--- src/hdl/cbwp_pkg.sv ---
// Shared types, widths and constants of the cubic B-spline wander path core.
// No dependencies; every other file of the core imports this package.
package cbwp_pkg;

  localparam int COORD_BITS = 16;
  localparam int FRAC_BITS  = 16;
  localparam int OFF_W      = 16;

  localparam int T_W    = FRAC_BITS + 2;   // curve parameter, signed
  localparam int STEP_W = FRAC_BITS + 1;   // step size, unsigned
  localparam int TU_W   = FRAC_BITS + 1;   // t, t^2, t^3 while in [0, 1.0]
  localparam int WGT_W  = FRAC_BITS + 4;   // blend weight, signed, up to 4.0

  localparam int MUL_W  = 24;
  localparam int PROD_W = 2 * MUL_W;
  localparam int ACC_W  = 40;

  // Divide by 6 via reciprocal: exact for dividends below 2^(RECIP_SH-2)
  localparam int QIN_W    = 22;
  localparam int QUO_W    = 21;
  localparam int RECIP_SH = 25;
  localparam logic [MUL_W-1:0] RECIP = MUL_W'(((1 << RECIP_SH) + 5) / 6);

  localparam logic [QUO_W-1:0] QMAX_POS = QUO_W'((1 << (COORD_BITS - 1)) - 1);
  localparam logic [QUO_W-1:0] QMAX_NEG = QUO_W'(1 << (COORD_BITS - 1));

  localparam logic signed [T_W-1:0] ONE_T = T_W'(1 << FRAC_BITS);
  localparam logic [STEP_W-1:0] STEP_RESET = STEP_W'(6554);

  localparam int CFG_ADDR_W = 3;
  localparam int CFG_DATA_W = STEP_W;
  localparam logic [CFG_ADDR_W-1:0] REG_RECT_LEFT   = 3'd0;
  localparam logic [CFG_ADDR_W-1:0] REG_RECT_TOP    = 3'd1;
  localparam logic [CFG_ADDR_W-1:0] REG_RECT_RIGHT  = 3'd2;
  localparam logic [CFG_ADDR_W-1:0] REG_RECT_BOTTOM = 3'd3;
  localparam logic [CFG_ADDR_W-1:0] REG_STEP_SIZE   = 3'd4;

  localparam logic OP_LOAD = 1'b0;
  localparam logic OP_TICK = 1'b1;

  typedef logic signed [COORD_BITS-1:0] coord_t;

  typedef struct packed {
    coord_t left;
    coord_t top;
    coord_t right;
    coord_t bottom;
  } rect_t;

  typedef struct packed {
    logic             append;
    logic [OFF_W-1:0] off_x;
    logic [OFF_W-1:0] off_y;
  } app_req_t;

endpackage

--- src/hdl/cbwp_mul.sv ---
// Shared signed multiplier with a registered product.
// Depends on cbwp_pkg for operand and product widths.
module cbwp_mul (
  input  logic                               clk,
  input  logic signed [cbwp_pkg::MUL_W-1:0]  mul_a,
  input  logic signed [cbwp_pkg::MUL_W-1:0]  mul_b,
  output logic signed [cbwp_pkg::PROD_W-1:0] prod
);
  import cbwp_pkg::*;

  logic signed [PROD_W-1:0] prod_r;

  always_ff @(posedge clk) begin
    prod_r <= mul_a * mul_b;
  end

  assign prod = prod_r;

endmodule

--- config.mk ---
export PLATFORM = sky130hd
export DESIGN_NAME = cbwp_mul
export DESIGN_NICKNAME = d
export VERILOG_FILES = /design/src/hdl/cbwp_pkg.sv /design/src/hdl/cbwp_mul.sv
export SDC_FILE = /design/constraint.sdc
export NUM_CORES = 2
export LEC_CHECK = 0
export BUFFER_PORTS_ARGS = -buffer_cell sky130_fd_sc_hd__buf_2
export CAP_MARGIN = 10
export CORE_MARGIN = 3
export CORE_UTILIZATION = 55
export CTS_BUF_LIST = sky130_fd_sc_hd__clkbuf_2 sky130_fd_sc_hd__clkbuf_4 sky130_fd_sc_hd__clkbuf_8
export DETAILED_ROUTE_END_ITERATION = 6
export PLACE_DENSITY_LB_ADDON = 0.15
export SLEW_MARGIN = 20
export SYNTH_ARGS = -nofsm -noshare
export SYNTH_HDL_FRONTEND = slang
export SYNTH_SLANG_ARGS = --single-unit
--- constraint.sdc ---
create_clock -name clk -period 10.6 [get_ports clk]
set_input_delay 2.12 -clock clk [delete_from_list [all_inputs] [get_ports clk]]
set_output_delay 2.12 -clock clk [all_outputs]
set_load 0.02 [all_outputs]
==> flow_metrics.tcl <==
set metrics [dict create \
    synth_fp_nets 3111 \
    cpMaxStageDelayCell "fa_1" \
    max_slew_margin 0.264 \
    cpMostUsedCell "fa_1" \
    clockRootBuffer "clkbuf_8" \
    multi_input_area_um2 18500 \
    ys_ff_latch 48 \
    n_fill_cell 3496 \
    cp.required_ns 10.91 \
    drt_pass1_iterations 5 \
    setup_slack_ns 1.07 \
    clk_path_buf_depth 2 \
    utilization 0.586 \
    synth.distinct_cells 54 \
    htree_levels 2 \
    place.detailed.hpwl_um 45000 \
    ioPinCount 97 \
    clock_sinks 48 \
    synth_seq_area_share 0.0436 \
    hold_end "prod[0]" \
    status "complete, no violations" \
    drc 0 \
    synth-edff-count 0 \
    crit_family "adder cells" \
    crit_type "in2reg" \
    seq_area_um2 961 \
    synth_flop_cell "dfxtp_1" \
    drt_iter0_drc 846 \
    cp_num_buf_inv 4 \
    worstMarginPinSlew_ns 1.09 \
    place_ws_ns 0.638 \
    grt_usage 0.280 \
    critical_path.max_fanout 24 \
    post-route-period-util 0.899 \
    initial_core_util 0.563 \
    viasPerCell 5.41 \
    rsz0062_at_grt "false" \
    cp.arrival_ns 9.84 \
    avgRoutedWirePerCell_um 19.3 \
    hold_viol_final 0 \
    fmax_ghz 0.105 \
    cpPeakStageDelay_ns 0.74 \
    hold_start "mul_b[0]" \
    hold_depth 2 \
    synth_warnings 0 \
    drive_above_1_share 0.0545 \
    cap_violations 0 \
    grt_pass1_wl_um 90700 \
    layout.nets 3121 \
    ant_nets 0 \
    cts_hold_buffers 0 \
    post_cts_resize_count 0 \
    largest_register_ffs 48 \
    core_um2 39100 \
    cts_setup_buffers 0 \
    std_cell_rows 72 \
    numCtsBuffers 5 \
    syn_inst 2321 \
    fin_hold_ws_ns 2.30 \
    drt_wl_total_um 55100 \
    grt_pass1_vias 17222 \
    antenna_found_initial 1 \
    die_x_um 206 \
    critPathLaunchType "primary input" \
    drv_slew 0 \
    hold_class "in2reg" \
    synthArstFlopShare 0 \
    cp.depth 22 \
    crit_chain "buf_2, nand2_1, inv_1, fa_1, fa_1, inv_1, fa_1, inv_1, fa_1, fa_1, fa_1, fa_1, ha_1, a211oi_1, nand2b_1, a2111oi_0, o2111ai_1, nand2_1, o311ai_2, a211o_1, a21oi_1, xnor2_1" \
    setup_tns_ns 0 \
    fp.dieH_um 206 \
    syn2layout_area_growth_pct 4.13 \
    syn-cell-area_um2 22000 \
    syn_avg_cell_area_um2 9.49 \
    grt_max_degree 25 \
    setup_viol 0 \
    clk_pin_slew_ns 0.13 \
    dieArea_um2 42500 \
    vias 15410 \
    port_buffers 96 \
    gp_congestion 0.870 \
    overflow 0 \
    end_kind "flip-flop" \
    cts_tree "yes" \
    period_minus_slack_ns 9.53 \
]
==> Yosys cell counts, drive strengths merged (11+ instances only) <==
master	count	area (um2)
a21o	13	97.6
a21oi	38	194
and2	274	1710
clkbuf	95	357
dfxtp	48	961
fa	607	12200
ha	134	1680
inv	590	2210
nand2	307	1150
nor2	39	146
o21ai	24	124
xnor2	43	377
xor2	11	96.3
==> cells in the final DEF (no fill, tap or decap), types with 3 or more instances in the layout <==
cell      Yosys  final
a21oi_1      37     37
a31o_2        3      3
clkbuf_8      0      5
xnor2_1      43     43
nand2_1     307    307
xor2_1       11     11
nand4_1       4      4
o21a_1        3      3
nand3_1       8      8
o21bai_1     10     10
fa_1        607    607
and2_1      274    274
nand2b_1     10     10
o21ai_0      19     19
ha_1        134    134
buf_2         2     96
and3_1        5      5
o21ai_1       4      4
a21o_1       13     13
nor2_1       39     39
o211ai_1      5      5
buf_4         0      6
inv_1       590    590
dfxtp_1      48     48
nor3_1        4      4
a211oi_1      7      7
==> worst max-delay path by stage <==
stage / to / from
CTS: prod[46] / mul_a[23]
global placement: prod[46] / mul_a[23]
finish: prod[46] / mul_a[23]
detailed placement: prod[46] / mul_a[23]
global route: prod[46] / mul_a[23]
floorplan: prod[46] / mul_a[23]
==> through the flow <==
| stage | instance area [um2] | instances |
|---|---|---|
| detailed placement | 22800 | 2842 |
| global placement | 22800 | 2842 |
| global route | 22900 | 2850 |
| floorplan | 22000 | 2321 |
| CTS | 22900 | 2850 |
| finish | 22900 | 2851 |
==> kinds of logic after synthesis <==
logic type | after synthesis | synth area share
AOI/OAI and AO/OA | 127 | 0.0404
buffers and inverters | 690 | 0.118
xor gates and xnor gates | 54 | 0.0215
DFF | 48 | 0.0436
and+or+nand+nor | 661 | 0.148
adders and majority gates | 741 | 0.628
==> layout make-up <==
class | count | area share
Tap cell | 518 | 0.0283
Antenna cell | 1 | 0.000109
Multi-Input combinational cell | 1583 | 0.805
Clock buffer | 5 | 0.00300
Sequential cell | 48 | 0.0419
Timing Repair Buffer | 102 | 0.0229
Inverter | 591 | 0.0968
Clock inverter | 3 | 0.00202
==> routing by layer <==
| metal | GRT usage | wire length (um) |
|---|---|---|
| met2 | 0.488 | 28100 |
| met3 | 0.0367 | 3050 |
| met5 | 0 | 13 |
| met4 | 0.129 | 2950 |
| met1 | 0.348 | 21000 |
Power is left out: the tool's default activity adds up to more than one toggle a clock period on the data nets, which glitch-free logic cannot reach.
