--- config.mk ---
export PLATFORM = sky130hd
export DESIGN_NAME = cbwp_pts
export DESIGN_NICKNAME = d
export VERILOG_FILES = /design/src/hdl/cbwp_pkg.sv /design/src/hdl/cbwp_pts.sv
export SDC_FILE = /design/constraint.sdc
export NUM_CORES = 1
export LEC_CHECK = 0
export BUFFER_PORTS_ARGS = -buffer_cell sky130_fd_sc_hd__buf_2
export CAP_MARGIN = 0
export CORE_MARGIN = 1.5
export CORE_UTILIZATION = 50
export DETAILED_ROUTE_END_ITERATION = 10
export HOLD_SLACK_MARGIN = 0.06
export PLACE_DENSITY_LB_ADDON = 0.2
export SLEW_MARGIN = 10
export SYNTH_ARGS = -nofsm -noshare
export SYNTH_HDL_FRONTEND = slang
export SYNTH_SLANG_ARGS = --single-unit
export TNS_END_PERCENT = 30
--- constraint.sdc ---
create_clock -name clk -period 21.9 [get_ports clk]
set_input_delay 3.285 -clock clk [delete_from_list [all_inputs] [get_ports clk]]
set_output_delay 3.285 -clock clk [all_outputs]
set_load 0.03 [all_outputs]
--- src/hdl/cbwp_pkg.sv ---
// Shared types, widths and constants of the cubic B-spline wander path core.
// No dependencies; every other file of the core imports this package.
package cbwp_pkg;

  localparam int COORD_BITS = 16;
  localparam int FRAC_BITS  = 16;
  localparam int OFF_W      = 16;

  localparam int T_W    = FRAC_BITS + 2;   // curve parameter, signed
  localparam int STEP_W = FRAC_BITS + 1;   // step size, unsigned
  localparam int TU_W   = FRAC_BITS + 1;   // t, t^2, t^3 while in [0, 1.0]
  localparam int WGT_W  = FRAC_BITS + 4;   // blend weight, signed, up to 4.0

  localparam int MUL_W  = 24;
  localparam int PROD_W = 2 * MUL_W;
  localparam int ACC_W  = 40;

  // Divide by 6 via reciprocal: exact for dividends below 2^(RECIP_SH-2)
  localparam int QIN_W    = 22;
  localparam int QUO_W    = 21;
  localparam int RECIP_SH = 25;
  localparam logic [MUL_W-1:0] RECIP = MUL_W'(((1 << RECIP_SH) + 5) / 6);

  localparam logic [QUO_W-1:0] QMAX_POS = QUO_W'((1 << (COORD_BITS - 1)) - 1);
  localparam logic [QUO_W-1:0] QMAX_NEG = QUO_W'(1 << (COORD_BITS - 1));

  localparam logic signed [T_W-1:0] ONE_T = T_W'(1 << FRAC_BITS);
  localparam logic [STEP_W-1:0] STEP_RESET = STEP_W'(6554);

  localparam int CFG_ADDR_W = 3;
  localparam int CFG_DATA_W = STEP_W;
  localparam logic [CFG_ADDR_W-1:0] REG_RECT_LEFT   = 3'd0;
  localparam logic [CFG_ADDR_W-1:0] REG_RECT_TOP    = 3'd1;
  localparam logic [CFG_ADDR_W-1:0] REG_RECT_RIGHT  = 3'd2;
  localparam logic [CFG_ADDR_W-1:0] REG_RECT_BOTTOM = 3'd3;
  localparam logic [CFG_ADDR_W-1:0] REG_STEP_SIZE   = 3'd4;

  localparam logic OP_LOAD = 1'b0;
  localparam logic OP_TICK = 1'b1;

  typedef logic signed [COORD_BITS-1:0] coord_t;

  typedef struct packed {
    coord_t left;
    coord_t top;
    coord_t right;
    coord_t bottom;
  } rect_t;

  typedef struct packed {
    logic             append;
    logic [OFF_W-1:0] off_x;
    logic [OFF_W-1:0] off_y;
  } app_req_t;

endpackage

--- src/hdl/cbwp_pts.sv ---
// Control point store: four points, oldest at index 0, with clamped append.
// Depends on cbwp_pkg for coordinate, rectangle and append request types.
module cbwp_pts (
  input  logic                clk,
  input  logic                rst_n,
  input  cbwp_pkg::rect_t     rect,
  input  cbwp_pkg::app_req_t  app,
  output cbwp_pkg::coord_t    pt_x [4],
  output cbwp_pkg::coord_t    pt_y [4]
);
  import cbwp_pkg::*;

  localparam logic signed [COORD_BITS:0] SPAN_ONE = 1;

  coord_t pt_x_r [4];
  coord_t pt_y_r [4];
  coord_t new_x;
  coord_t new_y;

  // Origin plus offset; offset clamped to span - 1, zero for an empty span
  function automatic coord_t new_coord(coord_t lo, coord_t hi, logic [OFF_W-1:0] off);
    logic signed [COORD_BITS:0] span;
    logic signed [COORD_BITS:0] offs;
    logic signed [COORD_BITS:0] sum;
    span = (COORD_BITS+1)'(hi) - (COORD_BITS+1)'(lo);
    offs = (COORD_BITS+1)'(off);
    if (span <= 0) begin
      offs = '0;
    end else if (offs >= span) begin
      offs = span - SPAN_ONE;
    end
    sum = (COORD_BITS+1)'(lo) + offs;
    return sum[COORD_BITS-1:0];
  endfunction

  assign new_x = new_coord(rect.left, rect.right, app.off_x);
  assign new_y = new_coord(rect.top, rect.bottom, app.off_y);

  always_ff @(posedge clk) begin
    if (!rst_n) begin
      for (int i = 0; i < 4; i++) begin
        pt_x_r[i] <= '0;
        pt_y_r[i] <= '0;
      end
    end else if (app.append) begin
      for (int i = 0; i < 3; i++) begin
        pt_x_r[i] <= pt_x_r[i+1];
        pt_y_r[i] <= pt_y_r[i+1];
      end
      pt_x_r[3] <= new_x;
      pt_y_r[3] <= new_y;
    end
  end

  assign pt_x = pt_x_r;
  assign pt_y = pt_y_r;

endmodule

==> impl_metrics.csv <==
group,metric,value,unit
detailed_routing,ant_nets,0,
cts,cts_setup_buffers,0,
synth,syn_area,9435,um^2
detailed_routing,route.detailed.drc,0,
synth,yosys-top-cells-count,"nor2b_1, dfxtp_1, mux2i_1",
hold_path,hp-class,"flip-flop to flip-flop",
cells_and_area,multi_input_area,6406,um^2
power,cell_internal_pwr,0.6103,mW
timing,setup_viol,0,
run,drv_cap,0,
timing,rsz0062_at_grt,"false",
setup_path,slowest_delay,0.42,ns
setup_path,slowest_stage,"fa_1",
synth,synth_cells,1098,
synth,syn_avg_cell_area,8.593,um^2
synth,yosys.area.top_type,"dfxtp_1",
synth,ys_seq_area_share,27.16,%
cts,htree_num_levels,4,
cts,clk_path_buf_depth,2,
cts,tritoncts,"built",
grt,grt_pass1_wl,36.83,mm
place,io_buffers,226,
cells_and_area,drive_gt1_share,20.85,%
die,initial_core_util,50.78,%
status,status,"finished clean",
timing,max_slew_margin,38.33,%
power,power_leakage,5.578,nW
cts,worst_skew_pair.late_latency,0.41,ns
synth,async_flop_share,0,%
timing,maxSlewViolCount,0,
die,dieArea,19700,um^2
power,swShare,37.53,%
setup_path,cp.required,22.24,ns
die,placementRows,50,
setup_path,worstSetupPathType,"primary input to flip-flop",
cells_and_area,area_delta_synth_final,20.14,%
synth,ys_ff_latch,128,
setup_path,arrival,10.54,ns
power,p_seq_share,28.7,%
setup_path,start_kind,"primary input",
timing,period_share,46.60,%
timing,finalHoldViolCount,0,
synth,syn-num-nets,1295,
setup_path,crit_top_cell,"o21ai_0",
die,io-pin-count,227,
die,core,18580,um^2
cts,cts_num_sinks,128,
detailed_routing,vias,8252,
grt,grt.total_usage,22.77,%
detailed_routing,drt_wl_total,23.15,mm
place,gp_routability_congestion,0.9199,
cts,cts_hold_buffers,0,
cells_and_area,layout.nets,1498,
synth,synth_top_area_share,27.16,%
timing,max_freq,97.99,MHz
cells_and_area,seq_area,2562,um^2
synth,ys_warn_count,0,
detailed_routing,wire_per_inst,14.94,um
grt,grt_max_degree,117,
cts,clock-root-buffer,"clkbuf_16",
synth,synth.distinct_cells,69,
die,die_h,140.4,um
cts,cts.reportedPaths.clkPinSlew,0.06,ns
place,place_hpwl,18.08,mm
die,die_w,140.4,um
setup_path,cp_max_fo,31,
synth,synth_most_common_cell,"nor2b_1",
synth,yosys_most_used_dff,"dfxtp_1",
cells_and_area,nFillCells,1716,
detailed_routing,drtIter0Drc,301,
power,p_comb_share,41.6,%
grt,grt_pass1_vias,7652,
synth,synth_area_leaders,"dfxtp_1, mux2i_1, ha_1",
timing,finalCriticalPeriod,10.21,ns
synth,synth_edf_count,0,
power,power_density,86.19,nW/um^2
power,p_switching,0.3667,mW
detailed_routing,dr.pass1.iters,5,
timing,setup_tns,0,ns
power,finalPower,0.9770,mW
cts,numCtsBuffers,17,
power,power_frac_clock,29.7,%
grt,grt-ovfl-total,0,
cts,ctsResizeCount,0,
timing,fin_skew,0.009366,ns
setup_path,cp-end-kind,"flip-flop",
grt,antenna_found_initial,0,
power,ir_drop,0.07073,mV
timing,worstMarginPinSlew,0.9250,ns
detailed_routing,viasPerCell,5.327,
-- registers in the layout (all words and copies together) (netlist names) --
register  cells
pt_y         64
pt_x         64
-- final cells by class --
| class | count | area share (%) |
|---|---|---|
| diodes | 1 | 0.02208 |
| flip-flops and latches | 128 | 22.60 |
| clock inverters | 12 | 1.413 |
| clock buffers | 20 | 4.029 |
| multi-input cells | 848 | 56.51 |
| inverters | 76 | 2.517 |
| repair buffers | 230 | 10.32 |
| well taps | 234 | 2.583 |
-- layer usage --
layer	GRT usage, %	vias to the layer above	wire length [um]
li1	-	4273	-
met1	27.16	3745	9972
met2	41.27	209	11680
met3	4.718	25	1167
met4	6.205	0	328
met5	0	-	0
-- final timing paths --
path	start	to	slack, ns	cells after the start
setup / recovery	rect[0]	pt_y[15]$_SDFFE_PN0P_	11.69	38
hold / removal	pt_x[48]$_SDFFE_PN0P_	pt_x[48]$_SDFFE_PN0P_	0.51	2
setup reg to reg	pt_y[15]$_SDFFE_PN0P_	pt_y[15]$_SDFFE_PN0P_	20.88	3
hold reg to reg	pt_x[48]$_SDFFE_PN0P_	pt_x[48]$_SDFFE_PN0P_	0.51	2
-- worst max-delay path: cells and delay by family --
kind                       cells  cell delay (ns)
AOI/OAI and AO/OA             17             3.68
buffers and inverters          5             0.52
adders and majority gates      5             1.37
and+or+nand+nor               11             1.69
-- per-stage QoR --
stage                     area, um^2  cells  setup WS (ns)  hold WS [ns]  utilization, %
final                          11340   1549          11.69        0.5071           61.01
after CTS                      11330   1548          11.75        0.5138           61.00
after global placement         10720   1516          11.56        0.4902           57.68
after detailed placement       10720   1516          11.32        0.4950           57.68
after global routing           11330   1548          10.98        0.5400           61.00
after floorplan                 9435   1098          12.16        0.6227               -
-- cells in the final DEF (no fill, tap or decap), types with 25 or more instances in the layout --
cell type and instances:
nor2b_1 129, inv_1 75, mux2i_1 122, a21oi_1 39, o21ai_0 41, buf_2 224
dfxtp_1 128, xnor2_1 47, ha_1 94, nand2_1 40, a211oi_1 25, nor2_1 92
-- cells by family (layout without fill, tap and decap cells) --
family	Yosys count	after routing	synth area share, %
compound gates	211	211	15.44
xor+xnor	68	68	6.312
fa+ha+maj	100	100	13.53
buf+inv	122	338	4.946
flops	128	128	27.16
mux	123	123	13.06
other cells	0	1	0
simple gates	346	346	19.56
-- power groups by stage --
| stage | logic (mW) | registers (mW) | clock network, mW |
|---|---|---|---|
| global placement | 0.403 | 0.284 | 0 |
| finish | 0.407 | 0.280 | 0.290 |
| CTS | 0.410 | 0.281 | 0.295 |
| floorplan | 0.265 | 0.327 | 0 |
| detailed placement | 0.407 | 0.285 | 0 |
| global route | 0.452 | 0.284 | 0.306 |
(Power assumes the default switching activity.)
